<file path="config.mk">
export PLATFORM = sky130hd
export DESIGN_NAME = command_packet_link_engine
export DESIGN_NICKNAME = d
export VERILOG_FILES = /design/src/rtl/cple_pkg.sv /design/src/rtl/command_packet_link_engine.sv /design/src/rtl/cple_ctrl.sv /design/src/rtl/cple_dp.sv
export SDC_FILE = /design/constraint.sdc
export NUM_CORES = 1
export LEC_CHECK = 0
export ABC_AREA = 1
export BUFFER_PORTS_ARGS = -buffer_cell sky130_fd_sc_hd__buf_2
export CAP_MARGIN = 0
export CORE_MARGIN = 5
export CORE_UTILIZATION = 40
export CTS_BUF_LIST = sky130_fd_sc_hd__clkbuf_8
export CTS_CLUSTER_DIAMETER = 100
export DETAILED_ROUTE_END_ITERATION = 6
export GPL_ROUTABILITY_DRIVEN = 0
export PLACE_DENSITY_LB_ADDON = 0.12
export SLEW_MARGIN = 20
export SYNTH_ARGS = -nofsm -noshare
export SYNTH_HDL_FRONTEND = slang
export SYNTH_HIERARCHICAL = 1
export SYNTH_SLANG_ARGS = --single-unit
</file>
<file path="constraint.sdc">
create_clock -name aclk -period 3.7 [get_ports aclk]
set_clock_uncertainty 0.1 [all_clocks]
set_input_delay 0.555 -clock aclk [delete_from_list [all_inputs] [get_ports aclk]]
set_output_delay 0.555 -clock aclk [all_outputs]
set_load 0.02 [all_outputs]
</file>
<file path="src/rtl/cple_pkg.sv">
// Shared constants, codes and control structs for the command packet link engine.
// No dependencies; imported by every module of the block.
`default_nettype none

package cple_pkg;

    localparam int REPLY_DEPTH = 32;
    localparam int ADDR_W      = $clog2(REPLY_DEPTH);
    localparam int CNT_W       = 5;

    // request types (s_tuser)
    localparam logic [1:0] REQ_CMD     = 2'd0;
    localparam logic [1:0] REQ_BYTE    = 2'd1;
    localparam logic [1:0] REQ_TIMEOUT = 2'd2;

    // result kinds (m_tuser)
    localparam logic [1:0] KIND_TX   = 2'd0;
    localparam logic [1:0] KIND_DATA = 2'd1;
    localparam logic [1:0] KIND_DONE = 2'd2;

    // completion codes
    localparam logic [1:0] OC_ACK     = 2'd0;
    localparam logic [1:0] OC_STATUS  = 2'd1;
    localparam logic [1:0] OC_GARBLED = 2'd2;
    localparam logic [1:0] OC_TIMEOUT = 2'd3;

    localparam logic [7:0] SYNC_RESET    = 8'h55;
    localparam logic [7:0] FRAME_LEN     = 8'd1;
    localparam logic [7:0] CMD_STAT_SHORT = 8'd1;
    localparam logic [7:0] CMD_STAT_MID  = 8'd14;
    localparam logic [7:0] CMD_STAT_LONG = 8'd20;

    localparam logic [CNT_W-1:0] LEN_ACK    = 5'd2;
    localparam logic [CNT_W-1:0] LEN_SHORT  = 5'd16;
    localparam logic [CNT_W-1:0] LEN_MID    = 5'd24;
    localparam logic [CNT_W-1:0] LEN_LONG   = 5'd27;
    localparam logic [CNT_W-1:0] LEN_TRAIL  = 5'd2;
    localparam logic [CNT_W-1:0] DATA_FIRST = 5'd4;

    localparam logic [2:0] TX_LAST = 3'd4;

    typedef struct packed {
        logic       start_cmd;
        logic       store_byte;
        logic       emit_tx;
        logic       emit_data;
        logic       emit_done;
        logic       start_stream;
        logic [1:0] done_code;
    } cple_cmd_t;

    typedef struct packed {
        logic       slot_free;
        logic       tx_last;
        logic       count_hit;
        logic       count_zero;
        logic       data_last;
        logic [1:0] reply_code;
    } cple_stat_t;

endpackage

`default_nettype wire

</file>
<file path="src/rtl/command_packet_link_engine.sv">
// Top level of the command packet link engine: controller plus datapath.
// Uses cple_pkg, cple_ctrl and cple_dp.
//
//   channel   dir   tdata fields (low bit up)              tuser       tlast
//   s_        in    cmd_address, cmd_code, rx_byte         req_type    -
//   m_        out   out_byte, outcome, 6 zero bits         out_kind    last
//   cfg_      in    cfg_wr_data = sync_byte                -           -
//
// A command request is accepted, then its five-byte frame is sent. Reply bytes
// are taken one per cycle; the final byte leads to a check, and a good status
// reply streams its 11, 17 or 20 data bytes from the reply buffer at one per
// cycle while the output is not stalled, then its completion code. A timeout
// that ends a wait sends its code; bytes and timeouts while no reply is awaited
// are dropped. Output stalls freeze the sequencer; input is refused until the
// run is done. Reset is synchronous, active low, and needs no clearing pass.
`default_nettype none

module command_packet_link_engine (
    input  wire logic        aclk,
    input  wire logic        aresetn,
    input  wire logic        cfg_wr_en,
    input  wire logic [7:0]  cfg_wr_data,
    input  wire logic        s_tvalid,
    output logic             s_tready,
    input  wire logic [23:0] s_tdata,   // cmd_address, cmd_code, rx_byte
    input  wire logic [1:0]  s_tuser,   // req_type
    output logic             m_tvalid,
    input  wire logic        m_tready,
    output logic [15:0]      m_tdata,   // out_byte, outcome, zero pad
    output logic [1:0]       m_tuser,   // out_kind
    output logic             m_tlast    // last
);
    import cple_pkg::*;

    cple_cmd_t  cmd;
    cple_stat_t stat;
    logic [7:0] out_byte;
    logic [1:0] outcome;

    cple_ctrl u_ctrl (
        .aclk     (aclk),
        .aresetn  (aresetn),
        .s_tvalid (s_tvalid),
        .s_tready (s_tready),
        .req_type (s_tuser),
        .stat     (stat),
        .cmd      (cmd)
    );

    cple_dp u_dp (
        .aclk        (aclk),
        .aresetn     (aresetn),
        .cfg_wr_en   (cfg_wr_en),
        .cfg_wr_data (cfg_wr_data),
        .cmd_address (s_tdata[7:0]),
        .cmd_code    (s_tdata[15:8]),
        .rx_byte     (s_tdata[23:16]),
        .m_tready    (m_tready),
        .cmd         (cmd),
        .stat        (stat),
        .m_tvalid    (m_tvalid),
        .out_kind    (m_tuser),
        .out_byte    (out_byte),
        .outcome     (outcome),
        .last        (m_tlast)
    );

    assign m_tdata = {6'd0, outcome, out_byte};

endmodule

`default_nettype wire

</file>
<file path="src/rtl/cple_ctrl.sv">
// Controller state machine for the command packet link engine.
// Uses cple_pkg; drives cple_dp through cple_cmd_t and reads cple_stat_t.
`default_nettype none

module cple_ctrl (
    input  wire logic                aclk,
    input  wire logic                aresetn,
    input  wire logic                s_tvalid,
    output logic                     s_tready,
    input  wire logic [1:0]          req_type,
    input  wire cple_pkg::cple_stat_t stat,
    output cple_pkg::cple_cmd_t      cmd
);
    import cple_pkg::*;

    typedef enum logic [2:0] {
        ST_IDLE,
        ST_TX,
        ST_CHECK,
        ST_DATA,
        ST_DONE
    } state_t;

    state_t     state_reg;
    logic       wait_reg;
    logic [1:0] code_reg;
    logic       accept;

    assign s_tready = (state_reg == ST_IDLE);
    assign accept   = s_tvalid && s_tready;

    always_comb begin
        cmd = '0;
        cmd.done_code = code_reg;
        unique case (state_reg)
            ST_IDLE: begin
                if (accept) begin
                    unique case (req_type)
                        REQ_CMD:  cmd.start_cmd  = 1'b1;
                        REQ_BYTE: cmd.store_byte = wait_reg;
                        default:  ;
                    endcase
                end
            end
            ST_TX:    cmd.emit_tx      = stat.slot_free;
            ST_CHECK: cmd.start_stream = (stat.reply_code == OC_STATUS);
            ST_DATA:  cmd.emit_data    = stat.slot_free;
            ST_DONE:  cmd.emit_done    = stat.slot_free;
            default:  ;
        endcase
    end

    always_ff @(posedge aclk) begin
        if (!aresetn) begin
            state_reg <= ST_IDLE;
            wait_reg  <= 1'b0;
            code_reg  <= OC_ACK;
        end else begin
            unique case (state_reg)
                ST_IDLE: begin
                    if (accept) begin
                        unique case (req_type)
                            REQ_CMD: begin
                                // a new command drops any reply still pending
                                wait_reg  <= 1'b1;
                                state_reg <= ST_TX;
                            end
                            REQ_BYTE: begin
                                if (wait_reg && stat.count_hit) begin
                                    wait_reg  <= 1'b0;
                                    state_reg <= ST_CHECK;
                                end
                            end
                            REQ_TIMEOUT: begin
                                if (wait_reg) begin
                                    wait_reg  <= 1'b0;
                                    code_reg  <= stat.count_zero ? OC_TIMEOUT : OC_GARBLED;
                                    state_reg <= ST_DONE;
                                end
                            end
                            default: ;
                        endcase
                    end
                end
                ST_TX: begin
                    if (stat.slot_free && stat.tx_last) begin
                        state_reg <= ST_IDLE;
                    end
                end
                ST_CHECK: begin
                    code_reg  <= stat.reply_code;
                    state_reg <= (stat.reply_code == OC_STATUS) ? ST_DATA : ST_DONE;
                end
                ST_DATA: begin
                    if (stat.slot_free && stat.data_last) begin
                        state_reg <= ST_DONE;
                    end
                end
                ST_DONE: begin
                    if (stat.slot_free) begin
                        state_reg <= ST_IDLE;
                    end
                end
                default: state_reg <= ST_IDLE;
            endcase
        end
    end

endmodule

`default_nettype wire

</file>
<file path="src/rtl/cple_dp.sv">
// Datapath of the command packet link engine: saved command, reply buffer,
// running checksum, reply check and the output register. Uses cple_pkg.
`default_nettype none

module cple_dp (
    input  wire logic                aclk,
    input  wire logic                aresetn,
    input  wire logic                cfg_wr_en,
    input  wire logic [7:0]          cfg_wr_data,
    input  wire logic [7:0]          cmd_address,
    input  wire logic [7:0]          cmd_code,
    input  wire logic [7:0]          rx_byte,
    input  wire logic                m_tready,
    input  wire cple_pkg::cple_cmd_t cmd,
    output cple_pkg::cple_stat_t     stat,
    output logic                     m_tvalid,
    output logic [1:0]               out_kind,
    output logic [7:0]               out_byte,
    output logic [1:0]               outcome,
    output logic                     last
);
    import cple_pkg::*;

    logic [7:0]       sync_reg;
    logic [7:0]       addr_reg;
    logic [7:0]       code_reg;
    logic [CNT_W-1:0] exp_reg;
    logic [CNT_W-1:0] eff_reg;
    logic [CNT_W-1:0] cnt_reg;
    logic [7:0]       byte0_reg;
    logic [7:0]       byte1_reg;
    logic [7:0]       byte3_reg;
    logic [7:0]       chk_reg;
    logic [7:0]       sum_reg;
    logic [2:0]       tx_idx_reg;
    logic [CNT_W-1:0] rd_idx_reg;
    logic [CNT_W-1:0] rd_idx_next;
    logic [7:0]       rdata_reg;
    logic [7:0]       mem [REPLY_DEPTH];

    logic             m_valid_reg;
    logic [1:0]       kind_reg;
    logic [7:0]       byte_reg;
    logic [1:0]       oc_reg;
    logic             last_reg;

    logic [CNT_W-1:0] len_next;
    logic [CNT_W-1:0] eff_next;
    logic [CNT_W-1:0] cnt_inc;
    logic [CNT_W-1:0] data_end;
    logic [7:0]       tx_byte;
    logic [1:0]       reply_code;
    logic             slot_free;
    logic             any_emit;

    // reply length by command
    always_comb begin
        unique case (cmd_code)
            CMD_STAT_SHORT: len_next = LEN_SHORT;
            CMD_STAT_MID:   len_next = LEN_MID;
            CMD_STAT_LONG:  len_next = LEN_LONG;
            default:        len_next = LEN_ACK;
        endcase
        eff_next = ((cmd_code == CMD_STAT_MID) || (cmd_code == CMD_STAT_LONG))
                   ? len_next - LEN_TRAIL : len_next;
    end

    assign cnt_inc  = cnt_reg + 1'b1;
    assign data_end = eff_reg - LEN_TRAIL;

    // full check once the last byte is in; sum was built as bytes arrived
    always_comb begin
        if (byte0_reg != sync_reg) begin
            reply_code = OC_GARBLED;
        end else if (exp_reg == LEN_ACK) begin
            reply_code = (byte1_reg == addr_reg) ? OC_ACK : OC_GARBLED;
        end else if ((byte1_reg != 8'd0) || (byte3_reg != addr_reg)) begin
            reply_code = OC_GARBLED;
        end else if (sum_reg != chk_reg) begin
            reply_code = OC_GARBLED;
        end else begin
            reply_code = OC_STATUS;
        end
    end

    always_comb begin
        case (tx_idx_reg)
            3'd0:    tx_byte = sync_reg;
            3'd1:    tx_byte = addr_reg;
            3'd2:    tx_byte = FRAME_LEN;
            3'd3:    tx_byte = code_reg;
            default: tx_byte = addr_reg + FRAME_LEN + code_reg;
        endcase
    end

    always_comb begin
        if (cmd.start_stream) begin
            rd_idx_next = DATA_FIRST;
        end else if (cmd.emit_data) begin
            rd_idx_next = rd_idx_reg + 1'b1;
        end else begin
            rd_idx_next = rd_idx_reg;
        end
    end

    assign slot_free = !m_valid_reg || m_tready;
    assign any_emit  = cmd.emit_tx || cmd.emit_data || cmd.emit_done;

    assign stat.slot_free  = slot_free;
    assign stat.tx_last    = (tx_idx_reg == TX_LAST);
    assign stat.count_hit  = (cnt_inc >= exp_reg);
    assign stat.count_zero = (cnt_reg == '0);
    assign stat.data_last  = (rd_idx_reg == data_end);
    assign stat.reply_code = reply_code;

    // control registers
    always_ff @(posedge aclk) begin
        if (!aresetn) begin
            sync_reg    <= SYNC_RESET;
            cnt_reg     <= '0;
            tx_idx_reg  <= '0;
            m_valid_reg <= 1'b0;
        end else begin
            if (cfg_wr_en) begin
                sync_reg <= cfg_wr_data;
            end
            if (cmd.start_cmd) begin
                cnt_reg    <= '0;
                tx_idx_reg <= '0;
            end else begin
                if (cmd.store_byte) begin
                    cnt_reg <= cnt_inc;
                end
                if (cmd.emit_tx) begin
                    tx_idx_reg <= tx_idx_reg + 1'b1;
                end
            end
            if (slot_free) begin
                m_valid_reg <= any_emit;
            end
        end
    end

    // payload registers
    always_ff @(posedge aclk) begin
        rd_idx_reg <= rd_idx_next;
        if (cmd.start_cmd) begin
            addr_reg <= cmd_address;
            code_reg <= cmd_code;
            exp_reg  <= len_next;
            eff_reg  <= eff_next;
            sum_reg  <= '0;
        end
        if (cmd.store_byte) begin
            if (cnt_reg == 5'd0) byte0_reg <= rx_byte;
            if (cnt_reg == 5'd1) byte1_reg <= rx_byte;
            if (cnt_reg == 5'd3) byte3_reg <= rx_byte;
            if (cnt_reg == eff_reg - 1'b1) chk_reg <= rx_byte;
            if ((cnt_reg != '0) && (cnt_reg <= data_end)) begin
                sum_reg <= sum_reg + rx_byte;
            end
        end
        if (slot_free && any_emit) begin
            if (cmd.emit_tx) begin
                kind_reg <= KIND_TX;
                byte_reg <= tx_byte;
                oc_reg   <= OC_ACK;
                last_reg <= (tx_idx_reg == TX_LAST);
            end else if (cmd.emit_data) begin
                kind_reg <= KIND_DATA;
                byte_reg <= rdata_reg;
                oc_reg   <= OC_ACK;
                last_reg <= 1'b0;
            end else begin
                kind_reg <= KIND_DONE;
                byte_reg <= 8'd0;
                oc_reg   <= cmd.done_code;
                last_reg <= 1'b1;
            end
        end
    end

    // reply buffer; read address runs one step ahead of rd_idx_reg
    always_ff @(posedge aclk) begin
        if (cmd.store_byte && (32'(cnt_reg) < REPLY_DEPTH)) begin
            mem[ADDR_W'(cnt_reg)] <= rx_byte;
        end
        rdata_reg <= mem[ADDR_W'(rd_idx_next)];
    end

    assign m_tvalid = m_valid_reg;
    assign out_kind = kind_reg;
    assign out_byte = byte_reg;
    assign outcome  = oc_reg;
    assign last     = last_reg;

endmodule

`default_nettype wire

</file>
==> results.ini <==
[final_layout]
largest_reg_flops=256
nFillCells=4239
regArea_um2=10610
multi_input_area_um2=5410
largest_register=u_dp/mem
syn2layout_area_growth_pct=17.22
antenna_cells=0
drive_gt1_frac=0.1355
layout.nets=2071
fin_util=0.4726
stdcell_count=2629

[worst_setup_path]
start_kind=flop
cp.arrival_ps=3920
cp-end-kind=flop
cp.required_ps=4120
crit_fanout=82
worst_r2r_path_depth=21
crit_type=reg -> reg

[timing]
hold_viol=0
slew-limit-headroom=0.4206
timing.fmax_mhz=286.1
report.final.slew_viol_count=0
min_period_over_period=0.9448
setup_viol=0
tightest_slew_ps=865.8
fin_ws_ps=204.3
period_needed_ps=3496
timing.setup.tns_ps=0

[floorplan]
ios=60
die_area_um2=48700
die_w_um=220.7
die_h_um=220.7
rows=77
initial_core_util=0.4032
core_um2=44030

[clocking]
cts_buffer_depth=3
cts_tree=done
clk_pin_slew_worst_paths_ps=60
cts_made_buffers=68
cts_root_buffer=clkbuf_8
clock_latency_ps=640
cts.htree.levels=3
clock-sinks=368

[global_routing]
antenna_found_initial=2
grt_busiest_layer=met2
grt.overflow.total=0
grt_max_degree=97
grt_pass1_wl_um=76650
grt_pass1_vias=12920
gr-usage-all-layers=0.2078
grtUsageMet3=0.04802
grt.met2_usage=0.3133
grtUsageMet1=0.2975

[power]
p_int_mw=7.936
p_leak_nw=9.098
p_total_mw=12.22
vdd_ir_drop_max_v=0.0003174
swShare=0.3504
p_sw_mw=4.280
p_seq_frac=0.401
clock_power_share=0.307
power.density_nw_per_um2=587.0
combPwrFrac=0.291

[worst_hold_path]
hold_path_depth=3
hold_path_class=in -> reg

[routing]
vias_per_cell=5.087
routed_wl_um=50090
drc=0
wl_per_cell_um=19.05
first_pass_iters=5
initialDrtViolationCount=1155
vias=13370
postRouteAntennaNets=0

[logic_synthesis]
syn_inst=1828
ys_seq_elements=368
synth_area_leaders=edfxtp_1, inv_1, nand3_1
synth_top_cell_by_area=edfxtp_1
synthArstFlopShare=0
ys_types=43
synth_edf_count=324
avgSynthCellArea_um2=9.712
synth-warning-count=6
synth-seq-area-share=0.5976
ys.flop_type=edfxtp_1
syn_area_um2=17750
netlist.area_leader.share=0.5480

[placed_design]
place_hpwl_um=31660
pre_cts_ws_ps=-328.1
portBuffers=53
dp_cells=2485

[flow_run]
cap_violations=0

[run_status]
outcome=finished, final reports clean

-- Yosys cell counts (2+ instances only) --
library cell,instances
inv_1,355
edfxtp_1,324
nand2_1,303
nand3_1,260
nand4_1,139
nor2_1,97
buf_2,58
dfxtp_1,44
ha_1,41
o21ai_0,37
a21oi_1,31
xor2_1,22
xnor2_1,21
clkbuf_1,20
buf_1,7
buf_4,7
nor4_1,7
or2_2,7
a221oi_1,4
inv_2,4
o211ai_1,4
a21o_1,3
o21ai_1,3
o21bai_1,3
o221ai_1,3
a21boi_0,2
a31oi_1,2
fa_1,2
nor3_1,2
nor3_2,2
o22ai_1,2
-- worst max-delay path, cell delays in order, from the launching register on --
cell	delay [ps]
edfxtp_1	390
buf_4	160
nor4_2	330
nand3_1	170
nor2_1	120
nand3_1	80
nor2_1	140
nor2_1	60
inv_1	100
nand3_2	120
inv_2	110
inv_4	40
buf_12	220
nand3_4	250
buf_4	240
nand2_1	70
nand3_1	90
nand3_1	140
nand3_1	210
nand2_1	80
nand2_1	60
nand2_1	60
-- area by class of cell --
cell class	count	share of cell area
Clock buffer	76	0.05026
Clock inverter	42	0.01136
Inverter	359	0.06487
Multi-Input combinational cell	1013	0.2600
Sequential cell	368	0.5099
Tap cell	592	0.03559
Timing Repair Buffer	179	0.06806
-- through the flow --
step | cell area (um^2) | hold slack [ps]
floorplan | 17770 | 360.8
global placement | 19170 | 386.9
detailed placement | 19190 | 396.5
CTS | 20730 | 0.6708
global route | 20810 | 18.16
finish | 20810 | 56.18
-- cell usage in the layout (no fill, tap or decap), drive strengths merged, types with 4 or more instances in the layout --
master and count:
a221oi 4, nand2 304, inv 385, nand4 139
dfxtp 44, or2 7, ha 41, nor4 7
edfxtp 324, clkinv 13, nor2 98, xnor2 21
a21oi 32, nor3 5, buf 159, dlygate4sd3 19
xor2 22, nand3 261, o21ai 41, o211ai 4
clkbuf 77, conb 6
-- power groups by stage --
stage               clock (mW)  sequential (mW)  combinational (mW)
floorplan                    0             5.01                2.12
global placement             0             4.99                3.38
detailed placement           0             4.98                3.39
CTS                       3.88             4.90                3.50
global route              4.07             4.92                3.93
finish                    3.76             4.90                3.56
-- per-layer routing --
metal,vias up,share of wire,routed length [um]
li1,6463,-,-
met1,6359,0.46,23110
met2,444,0.44,22050
met3,108,0.069,3453
met4,0,0.029,1467
met5,-,0,0
-- repair_timing --
| item | in CTS | in global routing |
|---|---|---|
| hold buffers | 19 | 0 |
| cloned | 0 | 1 |
| setup buffers | 5 | 2 |
| gates resized for setup | 2 | 9 |
| pin swaps | 1 | 1 |
| hold endpoints to repair | 19 | 0 |
| endpoints found under the setup margin | 9 | 8 |
-- logic make-up after synthesis --
group / count (synthesis) / synth area share
AOI/OAI and AO/OA: 97 / 0.03136
xor gates and xnor gates: 43 / 0.02121
adders and majority gates: 43 / 0.03115
other: 1 / 0.0002112
DFF: 368 / 0.5976
and+or+nand+nor: 824 / 0.2169
buffers and inverters: 452 / 0.1016
-- worst paths after layout --
path | from | end | slack (ps)
worst min-delay path | cfg_wr_data[4] | u_dp/sync_reg[4]$_SDFFE_PN1P_ | 60
worst max register to register | u_dp/byte1_reg[1]$_DFFE_PP_ | u_dp/rdata_reg[6]$_DFF_P_ | 200
worst min register to register | u_ctrl/wait_reg$_SDFFE_PN0P_ | u_ctrl/wait_reg$_SDFFE_PN0P_ | 410
worst max-delay path | u_dp/byte1_reg[1]$_DFFE_PP_ | u_dp/rdata_reg[6]$_DFF_P_ | 200
(Power assumes the default switching activity.)
